**src/rtl/core/mts_pkg.sv**
```systemverilog
// Shared types and constants for the markup tag stripper.
package mts_pkg;

  localparam int ByteW   = 8;
  localparam int CountW  = 16;
  localparam int CfgDataW = 32;
  localparam int CfgAddrW = 3;

  localparam logic [ByteW-1:0] ChOpen  = 8'h3C;
  localparam logic [ByteW-1:0] ChClose = 8'h3E;
  localparam logic [ByteW-1:0] ChNl    = 8'h0A;
  localparam logic [ByteW-1:0] ChP     = 8'h70;
  localparam logic [ByteW-1:0] ChB     = 8'h62;
  localparam logic [ByteW-1:0] ChR     = 8'h72;
  localparam logic [ByteW-1:0] ChSlash = 8'h2F;
  localparam logic [ByteW-1:0] ChD     = 8'h64;
  localparam logic [ByteW-1:0] ChI     = 8'h69;
  localparam logic [ByteW-1:0] ChV     = 8'h76;

  localparam logic [CountW-1:0] OutputLimitReset = 16'd16382;

  localparam logic RegOutputLimit = 1'b0;

  typedef enum logic [3:0] {
    MATCH_NONE = 4'd0,
    MATCH_LT   = 4'd1,
    MATCH_P    = 4'd2,
    MATCH_B    = 4'd3,
    MATCH_BR   = 4'd4,
    MATCH_SL   = 4'd5,
    MATCH_D    = 4'd6,
    MATCH_DI   = 4'd7,
    MATCH_DIV  = 4'd8
  } match_t;

  typedef struct packed {
    logic              fire;
    logic [ByteW-1:0]  data;
    logic [CountW-1:0] count;
  } trk_result_t;

endpackage

```
**src/rtl/core/markup_tag_stripper_unit.sv**
```systemverilog
// Markup tag stripper: an input register, the tag tracker and a result register.
// The block takes one page byte per cycle while the output does not stall and passes on
// the bytes that lie outside angle-bracket tags; the tags <p>, <br> and </div> each
// give one newline at their closing bracket, and at most output_limit results appear
// per page. A byte is registered in the input register on transfer and evaluated against
// the tag state while it sits there; its result, if any, is then registered in the
// result register and offered from it, and the tag state updates as the byte moves on.
// A new byte is taken while a result waits, until both registers are full.
module markup_tag_stripper_unit (
  input  logic                          clk,
  input  logic                          rst_n,
  input  logic                          in_valid,
  output logic                          in_stall,
  input  logic [mts_pkg::ByteW-1:0]     in_page_byte,
  input  logic                          in_page_start,
  output logic                          out_valid,
  input  logic                          out_stall,
  output logic [mts_pkg::ByteW-1:0]     out_text_byte,
  input  logic                          cfg_psel,
  input  logic                          cfg_penable,
  input  logic                          cfg_pwrite,
  input  logic [mts_pkg::CfgAddrW-1:0]  cfg_paddr,
  input  logic [mts_pkg::CfgDataW-1:0]  cfg_pwdata,
  output logic [mts_pkg::CfgDataW-1:0]  cfg_prdata,
  output logic                          cfg_pready
);

  logic                         stg_valid_r;
  logic [mts_pkg::ByteW-1:0]    stg_byte_r;
  logic                         stg_start_r;
  logic                         out_valid_r;
  logic [mts_pkg::ByteW-1:0]    out_byte_r;
  logic                         out_free;
  logic                         stg_go;
  logic                         in_take;
  logic [mts_pkg::CountW-1:0]   output_limit;
  mts_pkg::trk_result_t         trk_res;

  mts_cfg_regs u_cfg (
    .clk          (clk),
    .rst_n        (rst_n),
    .cfg_psel     (cfg_psel),
    .cfg_penable  (cfg_penable),
    .cfg_pwrite   (cfg_pwrite),
    .cfg_paddr    (cfg_paddr),
    .cfg_pwdata   (cfg_pwdata),
    .cfg_prdata   (cfg_prdata),
    .cfg_pready   (cfg_pready),
    .output_limit (output_limit)
  );

  mts_tag_tracker u_trk (
    .clk          (clk),
    .rst_n        (rst_n),
    .advance      (stg_go),
    .page_byte    (stg_byte_r),
    .page_start   (stg_start_r),
    .output_limit (output_limit),
    .result       (trk_res)
  );

  assign out_free  = !out_valid_r || !out_stall;
  assign stg_go    = stg_valid_r && out_free;
  assign in_stall  = stg_valid_r && !out_free;
  assign in_take   = in_valid && !in_stall;

  always_ff @(posedge clk) begin
    if (!rst_n) begin
      stg_valid_r <= 1'b0;
    end else if (in_take) begin
      stg_valid_r <= 1'b1;
    end else if (stg_go) begin
      stg_valid_r <= 1'b0;
    end
  end

  always_ff @(posedge clk) begin
    if (in_take) begin
      stg_byte_r  <= in_page_byte;
      stg_start_r <= in_page_start;
    end
  end

  always_ff @(posedge clk) begin
    if (!rst_n) begin
      out_valid_r <= 1'b0;
    end else if (out_free) begin
      out_valid_r <= stg_go && trk_res.fire;
    end
  end

  always_ff @(posedge clk) begin
    if (out_free && stg_go && trk_res.fire) begin
      out_byte_r <= trk_res.data;
    end
  end

  assign out_valid     = out_valid_r;
  assign out_text_byte = out_byte_r;

`ifndef SYNTHESIS
  a_stall_only_when_full: assert property (@(posedge clk) disable iff (!rst_n)
    in_stall |-> (stg_valid_r && out_valid_r && out_stall))
    else $error("input stalled while the pipeline had room");

  a_fire_gives_result: assert property (@(posedge clk) disable iff (!rst_n)
    (stg_go && trk_res.fire) |=> (out_valid_r && (out_byte_r == $past(trk_res.data))))
    else $error("evaluated result did not reach the output register");

  a_page_start_count: assert property (@(posedge clk) disable iff (!rst_n)
    (stg_go && stg_start_r) |=> (trk_res.count <= 16'd1))
    else $error("page start did not clear the output count");

  a_no_fire_no_result: assert property (@(posedge clk) disable iff (!rst_n)
    (stg_go && !trk_res.fire) |=> !out_valid_r)
    else $error("result appeared for a byte that produces none");
`endif

endmodule

```
**src/rtl/core/mts_cfg_regs.sv**
```systemverilog
// Configuration register file with the APB-style write and read port.
module mts_cfg_regs (
  input  logic                          clk,
  input  logic                          rst_n,
  input  logic                          cfg_psel,
  input  logic                          cfg_penable,
  input  logic                          cfg_pwrite,
  input  logic [mts_pkg::CfgAddrW-1:0]  cfg_paddr,
  input  logic [mts_pkg::CfgDataW-1:0]  cfg_pwdata,
  output logic [mts_pkg::CfgDataW-1:0]  cfg_prdata,
  output logic                          cfg_pready,
  output logic [mts_pkg::CountW-1:0]    output_limit
);

  logic [mts_pkg::CountW-1:0] limit_r;
  logic                       reg_idx;
  logic                       wr_en;

  assign cfg_pready = 1'b1;
  assign reg_idx    = cfg_paddr[2];
  assign wr_en      = cfg_psel && cfg_penable && cfg_pwrite && cfg_pready;

  always_ff @(posedge clk) begin
    if (!rst_n) begin
      limit_r <= mts_pkg::OutputLimitReset;
    end else if (wr_en && (reg_idx == mts_pkg::RegOutputLimit)) begin
      limit_r <= cfg_pwdata[mts_pkg::CountW-1:0];
    end
  end

  always_comb begin
    cfg_prdata = '0;
    if (reg_idx == mts_pkg::RegOutputLimit) begin
      cfg_prdata = {{(mts_pkg::CfgDataW-mts_pkg::CountW){1'b0}}, limit_r};
    end
  end

  assign output_limit = limit_r;

endmodule

```
**src/rtl/core/mts_tag_tracker.sv**
```systemverilog
// Tag state, incremental tag matching and the per-page output count.
module mts_tag_tracker (
  input  logic                         clk,
  input  logic                         rst_n,
  input  logic                         advance,
  input  logic [mts_pkg::ByteW-1:0]    page_byte,
  input  logic                         page_start,
  input  logic [mts_pkg::CountW-1:0]   output_limit,
  output mts_pkg::trk_result_t         result
);

  logic                        in_tag_r, in_tag_nxt;
  mts_pkg::match_t             step_r, step_nxt;
  logic [mts_pkg::CountW-1:0]  count_r, count_nxt;
  logic                        tag_cur;
  mts_pkg::match_t             step_cur;
  logic [mts_pkg::CountW-1:0]  count_cur;
  logic                        emit;
  logic [mts_pkg::ByteW-1:0]   val;

  function automatic mts_pkg::match_t next_match(input mts_pkg::match_t s,
                                                 input logic [7:0] c);
    mts_pkg::match_t r;
    r = mts_pkg::MATCH_NONE;
    case (s)
      mts_pkg::MATCH_LT: begin
        if (c == mts_pkg::ChP) r = mts_pkg::MATCH_P;
        else if (c == mts_pkg::ChB) r = mts_pkg::MATCH_B;
        else if (c == mts_pkg::ChSlash) r = mts_pkg::MATCH_SL;
      end
      mts_pkg::MATCH_B:  if (c == mts_pkg::ChR) r = mts_pkg::MATCH_BR;
      mts_pkg::MATCH_SL: if (c == mts_pkg::ChD) r = mts_pkg::MATCH_D;
      mts_pkg::MATCH_D:  if (c == mts_pkg::ChI) r = mts_pkg::MATCH_DI;
      mts_pkg::MATCH_DI: if (c == mts_pkg::ChV) r = mts_pkg::MATCH_DIV;
      default: r = mts_pkg::MATCH_NONE;
    endcase
    return r;
  endfunction

  always_comb begin
    tag_cur   = page_start ? 1'b0 : in_tag_r;
    step_cur  = page_start ? mts_pkg::MATCH_NONE : step_r;
    count_cur = page_start ? '0 : count_r;
    emit      = 1'b0;
    val       = page_byte;
    in_tag_nxt = tag_cur;
    step_nxt   = step_cur;
    if (page_byte == mts_pkg::ChOpen) begin
      in_tag_nxt = 1'b1;
      step_nxt   = mts_pkg::MATCH_LT;
    end else if (page_byte == mts_pkg::ChClose) begin
      emit = tag_cur && ((step_cur == mts_pkg::MATCH_P) || (step_cur == mts_pkg::MATCH_BR) ||
                         (step_cur == mts_pkg::MATCH_DIV));
      val        = mts_pkg::ChNl;
      in_tag_nxt = 1'b0;
      step_nxt   = mts_pkg::MATCH_NONE;
    end else if (tag_cur) begin
      step_nxt = next_match(step_cur, page_byte);
    end else begin
      emit = 1'b1;
    end
    result.fire  = emit && (count_cur < output_limit);
    result.data  = val;
    count_nxt    = result.fire ? count_cur + 1'b1 : count_cur;
    result.count = count_r;
  end

  always_ff @(posedge clk) begin
    if (!rst_n) begin
      in_tag_r <= 1'b0;
      step_r   <= mts_pkg::MATCH_NONE;
      count_r  <= '0;
    end else if (advance) begin
      in_tag_r <= in_tag_nxt;
      step_r   <= step_nxt;
      count_r  <= count_nxt;
    end
  end

endmodule

```
**config.mk**
```make
export PLATFORM = sky130hd
export DESIGN_NAME = markup_tag_stripper_unit
export DESIGN_NICKNAME = d
export VERILOG_FILES = /design/src/rtl/core/mts_pkg.sv /design/src/rtl/core/markup_tag_stripper_unit.sv /design/src/rtl/core/mts_cfg_regs.sv /design/src/rtl/core/mts_tag_tracker.sv
export SDC_FILE = /design/constraint.sdc
export NUM_CORES = 1
export LEC_CHECK = 0
export ABC_CLOCK_PERIOD_IN_PS = 3640
export BUFFER_PORTS_ARGS = -buffer_cell sky130_fd_sc_hd__clkbuf_2
export CORE_AREA = 5 5 106 108
export CTS_BUF_LIST = sky130_fd_sc_hd__clkbuf_2
export DETAILED_ROUTE_END_ITERATION = 16
export DIE_AREA = 0 0 111 113
export GPL_TIMING_DRIVEN = 0
export PLACE_DENSITY = 0.52
export RECOVER_POWER = 100
export SYNTH_ARGS = -nofsm -noshare
export SYNTH_HDL_FRONTEND = slang
export SYNTH_SLANG_ARGS = --single-unit
```
**constraint.sdc**
```tcl
create_clock -name clk -period 3.64 [get_ports clk]
set_input_delay 0.182 -clock clk [delete_from_list [all_inputs] [get_ports clk]]
set_output_delay 0.182 -clock clk [all_outputs]
set_load 0.1 [all_outputs]
```
# Word level (Yosys, flattened, before mapping)
# Index checks and enable logic that the tools add are counted.
[classes]
magnitude_cmp = 1
addsub = 1
shifts = 0
n_reduce_logical = 19
mul = 0
div_mod_pow = 0
eq_ne = 17
bitwise_logic = 1
n_mux = 25
[ops]
columns = ["op", "count"]
rows = [
  ["$eq 8x7->1 const B", 6],
  ["$mux 16", 3],
  ["$mux 4", 7],
  ["$eq 8x6->1 const B", 3],
  ["$pmux 4 s5", 1],
  ["$add 16x1->16 const B", 1],
  ["$eq 4x3->1 const B", 4],
  ["$lt 16x16->1", 1],
  ["$mux 8", 2],
  ["$mux 3", 4],
  ["$logic_and 1x1->1", 11],
  ["$eq 4x2->1 const B", 2],
  ["$mux 1", 8],
  ["$eq 4x1->1 const B", 1],
  ["$eq 4x4->1 const B", 1],
  ["$logic_not 1->1", 4],
  ["$logic_or 1x1->1", 3],
  ["$reduce_bool 2->1", 1],
  ["$not 1->1", 1],
]
[totals]
latch_bits = 0
in_bits = 51
rom_bits = 0
n_memories = 0
ram_bits = 0
output_inout_bits = 43
register_bits = 56

# Depth between registers and ports, before layout
[depth]
depth_word = 9
depth_mapped = 13

# Hierarchy
# From an unflattened synthesis, not the netlist that was laid out.
[unflattened]
hier_cells = 401
hier_area_um2 = 3588.4
[modules_own_cells]
columns = ["module", "cells_per_inst", "area_per_inst_um2", "n_inst"]
rows = [
  ["mts_tag_tracker", 268, 2014.4, 1],
  ["mts_cfg_regs", 106, 972.2, 1],
  ["markup_tag_stripper_unit", 27, 601.8, 1],
]

# Least setup slack after synthesis
# Ideal clock, no wire load.
[synth_path]
path_type = "register to register"
start = "register stg_start_r"
end = "register out_byte_r, in the netlist out_text_byte[0], enable pin"
setup_slack_ns = 0.317
arrival_time_ns = 2.999
stages_incl_launch_ff = 14
synth_period_minus_slack_ns = 3.323
setup_time_ns = 0.324
path_buffers = 5
path_cell_list = "edfxtp_1 -> clkbuf_1 -> clkbuf_1 -> clkbuf_1 -> nor2b_1 -> ha_1 -> a21o_1 -> a21o_1 -> a2111oi_2 -> and3_1 -> buf_2 -> buf_4 -> nand2_1 -> inv_1"
[synth_via]
elab_chain_len = 9
elab_cells_between_ends = 15
cone_classes = "order compare: 1; eq/ne: 3; mux: 6; reduce/logical: 5"
[synth_lines]
columns = ["element", "line_no", "source"]
rows = [
  ["start: declaration", "markup_tag_stripper_unit.sv:30", "logic stg_start_r;"],
  ["start signal: assignment", "markup_tag_stripper_unit.sv:80", "stg_start_r <= in_page_start;"],
  ["parallel branches: the longest is 7 deep, another holds $lt 16x16->1", "-", ""],
  ["$logic_and 1x1->1 (*)", "mts_tag_tracker.sv:62", "result.fire = emit && (count_cur < output_limit);"],
  ["$logic_and 1x1->1 (*)", "markup_tag_stripper_unit.sv:93", "if (out_free && stg_go && trk_res.fire) begin"],
  ["end signal: assignment", "markup_tag_stripper_unit.sv:94", "out_byte_r <= trk_res.data;"],
  ["end: declaration", "markup_tag_stripper_unit.sv:32", "logic [mts_pkg::ByteW-1:0] out_byte_r;"],
]
# Mark *: on every way between the ends.
# A chain may end at the register's enable or synchronous reset.

# Worst setup path in the final report
[layout_path]
start = "register stg_start_r"
end = "register out_byte_r, in the netlist out_text_byte[6], enable pin"
# The elaborated chain is that of the path after synthesis.

==> key figures <==
Outcome
  • Status: finished, final reports clean

Clocking
  • Clock Sinks: 56
  • CTS tree: yes
  • CTS clk-pin slew, worst paths: 0.28 ns
  • Maximum clock path buffer count: 2
  • CTS buffer count: 5
  • Worst skew pair latency: 0.46 ns
  • Htree depth: 2
  • Root Buffer: clkbuf_2

Route
  • Routed vias: 3141
  • Final wirelength: 8.98 mm
  • Avg Vias per Cell: 4.88
  • DRT Pass-1 Iters: 4
  • Routed Antenna Nets: 0
  • # DRC: 0
  • DR iter-0 viols: 136
  • Routed len/inst: 14.0 microns

Layout
  • Antenna Diode Count: 0
  • Commonest non-fill, non-tap cell in the layout: nand2_1
  • Net count, final: 572
  • Post-route cell area: 4210 sq um
  • Layout cells sized above 1: 13.6%
  • Leading cell types in the layout, fill and taps excluded: nand2_1 (54), clkbuf_1 (47), dfxtp_1 (39), clkbuf_2 (36), nor2_1 (30)
  • Area grow syn2layout: 22.5%

Placement
  • RD Place Congestion: 0.848
  • Place WS: -0.643 ns
  • Post-DP HPWL: 6.81 mm
  • Post-Place Cell Area: 3940 sq um
  • Number of buffers added on ports: 56

Synth
  • Cell Area, Synth: 3430 sq um
  • Leading area contributor after synthesis: dfxtp_1
  • Synth Warn #: 0
  • Largest family of logic cells by synthesized area: simple AND/OR/NAND/NOR gates
  • Synth Instances: 402
  • Async set-reset flop share out of synthesis: 0%
  • Synth Area in Adders: 5.47%
  • Mux cell area share after synthesis: 3.79%
  • Share of the synthesized area in the top cell type: 22.7%
  • Area contributors post-synth: dfxtp_1 (23%), edfxtp_1 (15%), nand2_1 (5.9%)
  • Distinct cell type count after synthesis: 59
  • XOR/XNOR Fraction of Synth Area: 0.765%
  • Syn Area/Cell: 8.54 sq um
  • Synth Flop Type: dfxtp_1
  • Seq/Total Area, Yosys: 37.6%
  • Post-Synth Simple-Gate Area: 29.2%
  • Number of enable flip-flop cells after synthesis: 17
  • Compound-Gate Fraction of Synth Area: 13.2%
  • Synthesized flop and latch total: 56

Setup path
  • Setup Crit Path Kind: reg2reg
  • Worst path cell trace: clkbuf_2 > nor2b_1 > ha_1 > a21o_1 > a21o_1 > a2111oi_4 > and3_1 > buf_2 > buf_4 > nand2_1 > inv_1
  • Critical path's most frequent cell: a21o_1
  • Crit path arrival time: 3.40 ns
  • Largest stage delay, worst path: 0.45 ns
  • CP endpoint kind: register
  • Crit-path max FO: 19
  • Slowest CP cell: edfxtp_1
  • Critical path data required time: 3.82 ns
  • Element type at the critical path start: register

STA
  • Fin crit period: 3.21 ns
  • Unrepaired setup endpoints after global routing: no
  • Number of setup violations in the final report: 0
  • Final period utilization: 88.3%
  • Worst-Margin Slew: 1.18 ns
  • Final hold violations: 0
  • Final TNS setup: 0 ns
  • Final WS setup: 0.426 ns
  • Max frequency: 0.311 GHz
  • Max Transition Viols Final: 0
  • Clock skew: 0.00944 ns
  • Worst slew margin: 21.5%

Flow run
  • Max-Cap Viols: 0

Global route
  • First-pass GRT wire length: 15.0 mm
  • GRT overflow: 0
  • Initial antenna violation count: 0
  • Tot GR Track Use: 14.4%
  • Vias in the first global route: 3096
  • Largest net degree at the start of global routing: 18

Die
  • IO Pins: 94
  • Core Rows: 37
  • Die width: 111 microns
  • Die area: 12500 sq um
  • Core box area: 10100 sq um
  • Initial cell density of the core: 33.9%
  • Die Y: 113 microns

Power
  • Pwr dens: 302 nW/um^2
  • Leakage: 1.85 nW
  • Worst IR drop on VDD: 0.130 mV

Min path
  • Hold Path Class: in2reg
critical path, delay by kind of cell, from the launching register on:
kind | cells | cell delay (ns)
AND/OR/NAND/NOR | 3 | 0.50
adder cells (fa/ha/maj) | 1 | 0.26
flip-flops | 1 | 0.45
buffers and inverters | 4 | 0.92
AO/OA/AOI/OAI | 3 | 0.81
Yosys cell counts, drive strengths merged, types with 2 or more instances:
library cell and n:
nor3 12, dfxtp 39, a31o 2, nor3b 4
nor2b 16, edfxtp 17, a41o 2, o21ai 5
conb 2, and4b 2, ha 15, buf 24
nand4 10, nand3 20, o22ai 2, nor2 30
nand4b 3, and2 3, mux2i 13, nand2b 10
and3b 3, a22oi 3, nand3b 2, xor2 2
inv 21, and3 7, o2111ai 3, a31oi 2
a21oi 15, nor4 2, o21a 3, clkbuf 21
nand2 55, a21o 3, o211ai 14
area by class of cell:
type	instances	area (sq um)
plain buffers	43	240
clock buffers	5	25.0
clock inverters	3	18.8
fillers	1037	5930
inverters	21	78.8
multi-input cells	295	1860
flip-flops and latches	56	1290
well taps	136	170
repair buffers	84	526
what timing repair did:
item,4_1_cts,5_1_grt
resized for setup,1,1
buffers inserted,1,0
hold endpoints to repair,27,0
setup endpoints to repair,25,8
hold buffers,27,0
path summary, 6_finish.rpt:
check / cells after the start / startpoint / endpoint / slack, ns
hold / removal: 3 / rst_n / u_trk.count_r[8] / 0.13
setup reg to reg: 11 / stg_start_r / out_text_byte[6] / 0.43
hold reg to reg: 2 / u_cfg.output_limit[15] / u_cfg.output_limit[15] / 0.48
setup / recovery: 11 / stg_start_r / out_text_byte[6] / 0.43
state kept, by name, indices dropped and copies added (netlist names), 4 cells and up:
register            count
u_cfg.output_limit     16
u_trk.step_r            4
out_text_byte           8
stg_byte_r              8
u_trk.count_r          16
metrics by stage:
stage	hold WS (ns)	utilization, %	std cells	power (mW)
3_3_place_gp	0.361	38.9	609	1.01
5_1_grt	0.0981	41.5	643	1.33
2_1_floorplan	0.281	-	417	0.957
6_report	0.131	41.5	643	1.27
3_5_place_dp	0.364	38.9	609	1.01
4_1_cts	0.121	42.0	644	1.29
cell families after synthesis:
| family | count (synthesis) |
|---|---|
| simple gates | 185 |
| buf+inv | 66 |
| compound gates | 62 |
| flops | 56 |
| fa+ha+maj | 15 |
| mux | 13 |
| xor+xnor | 3 |
| other cells | 2 |
power by group:
part | total [mW] | switching (mW) | internal (mW)
combinational | 0.342 | 0.264 | 0.0780
sequential | 0.677 | 0.0119 | 0.665
clock | 0.250 | 0.206 | 0.0442
metal layers:
layer / share of wire (%) / GRT usage (%)
met3: 3.4 / 2.41
met5: 0 / 0
met2: 51 / 24.7
met1: 45 / 18.9
met4: 0.82 / 3.37
Note: power is estimated with default switching activity, not from simulation.
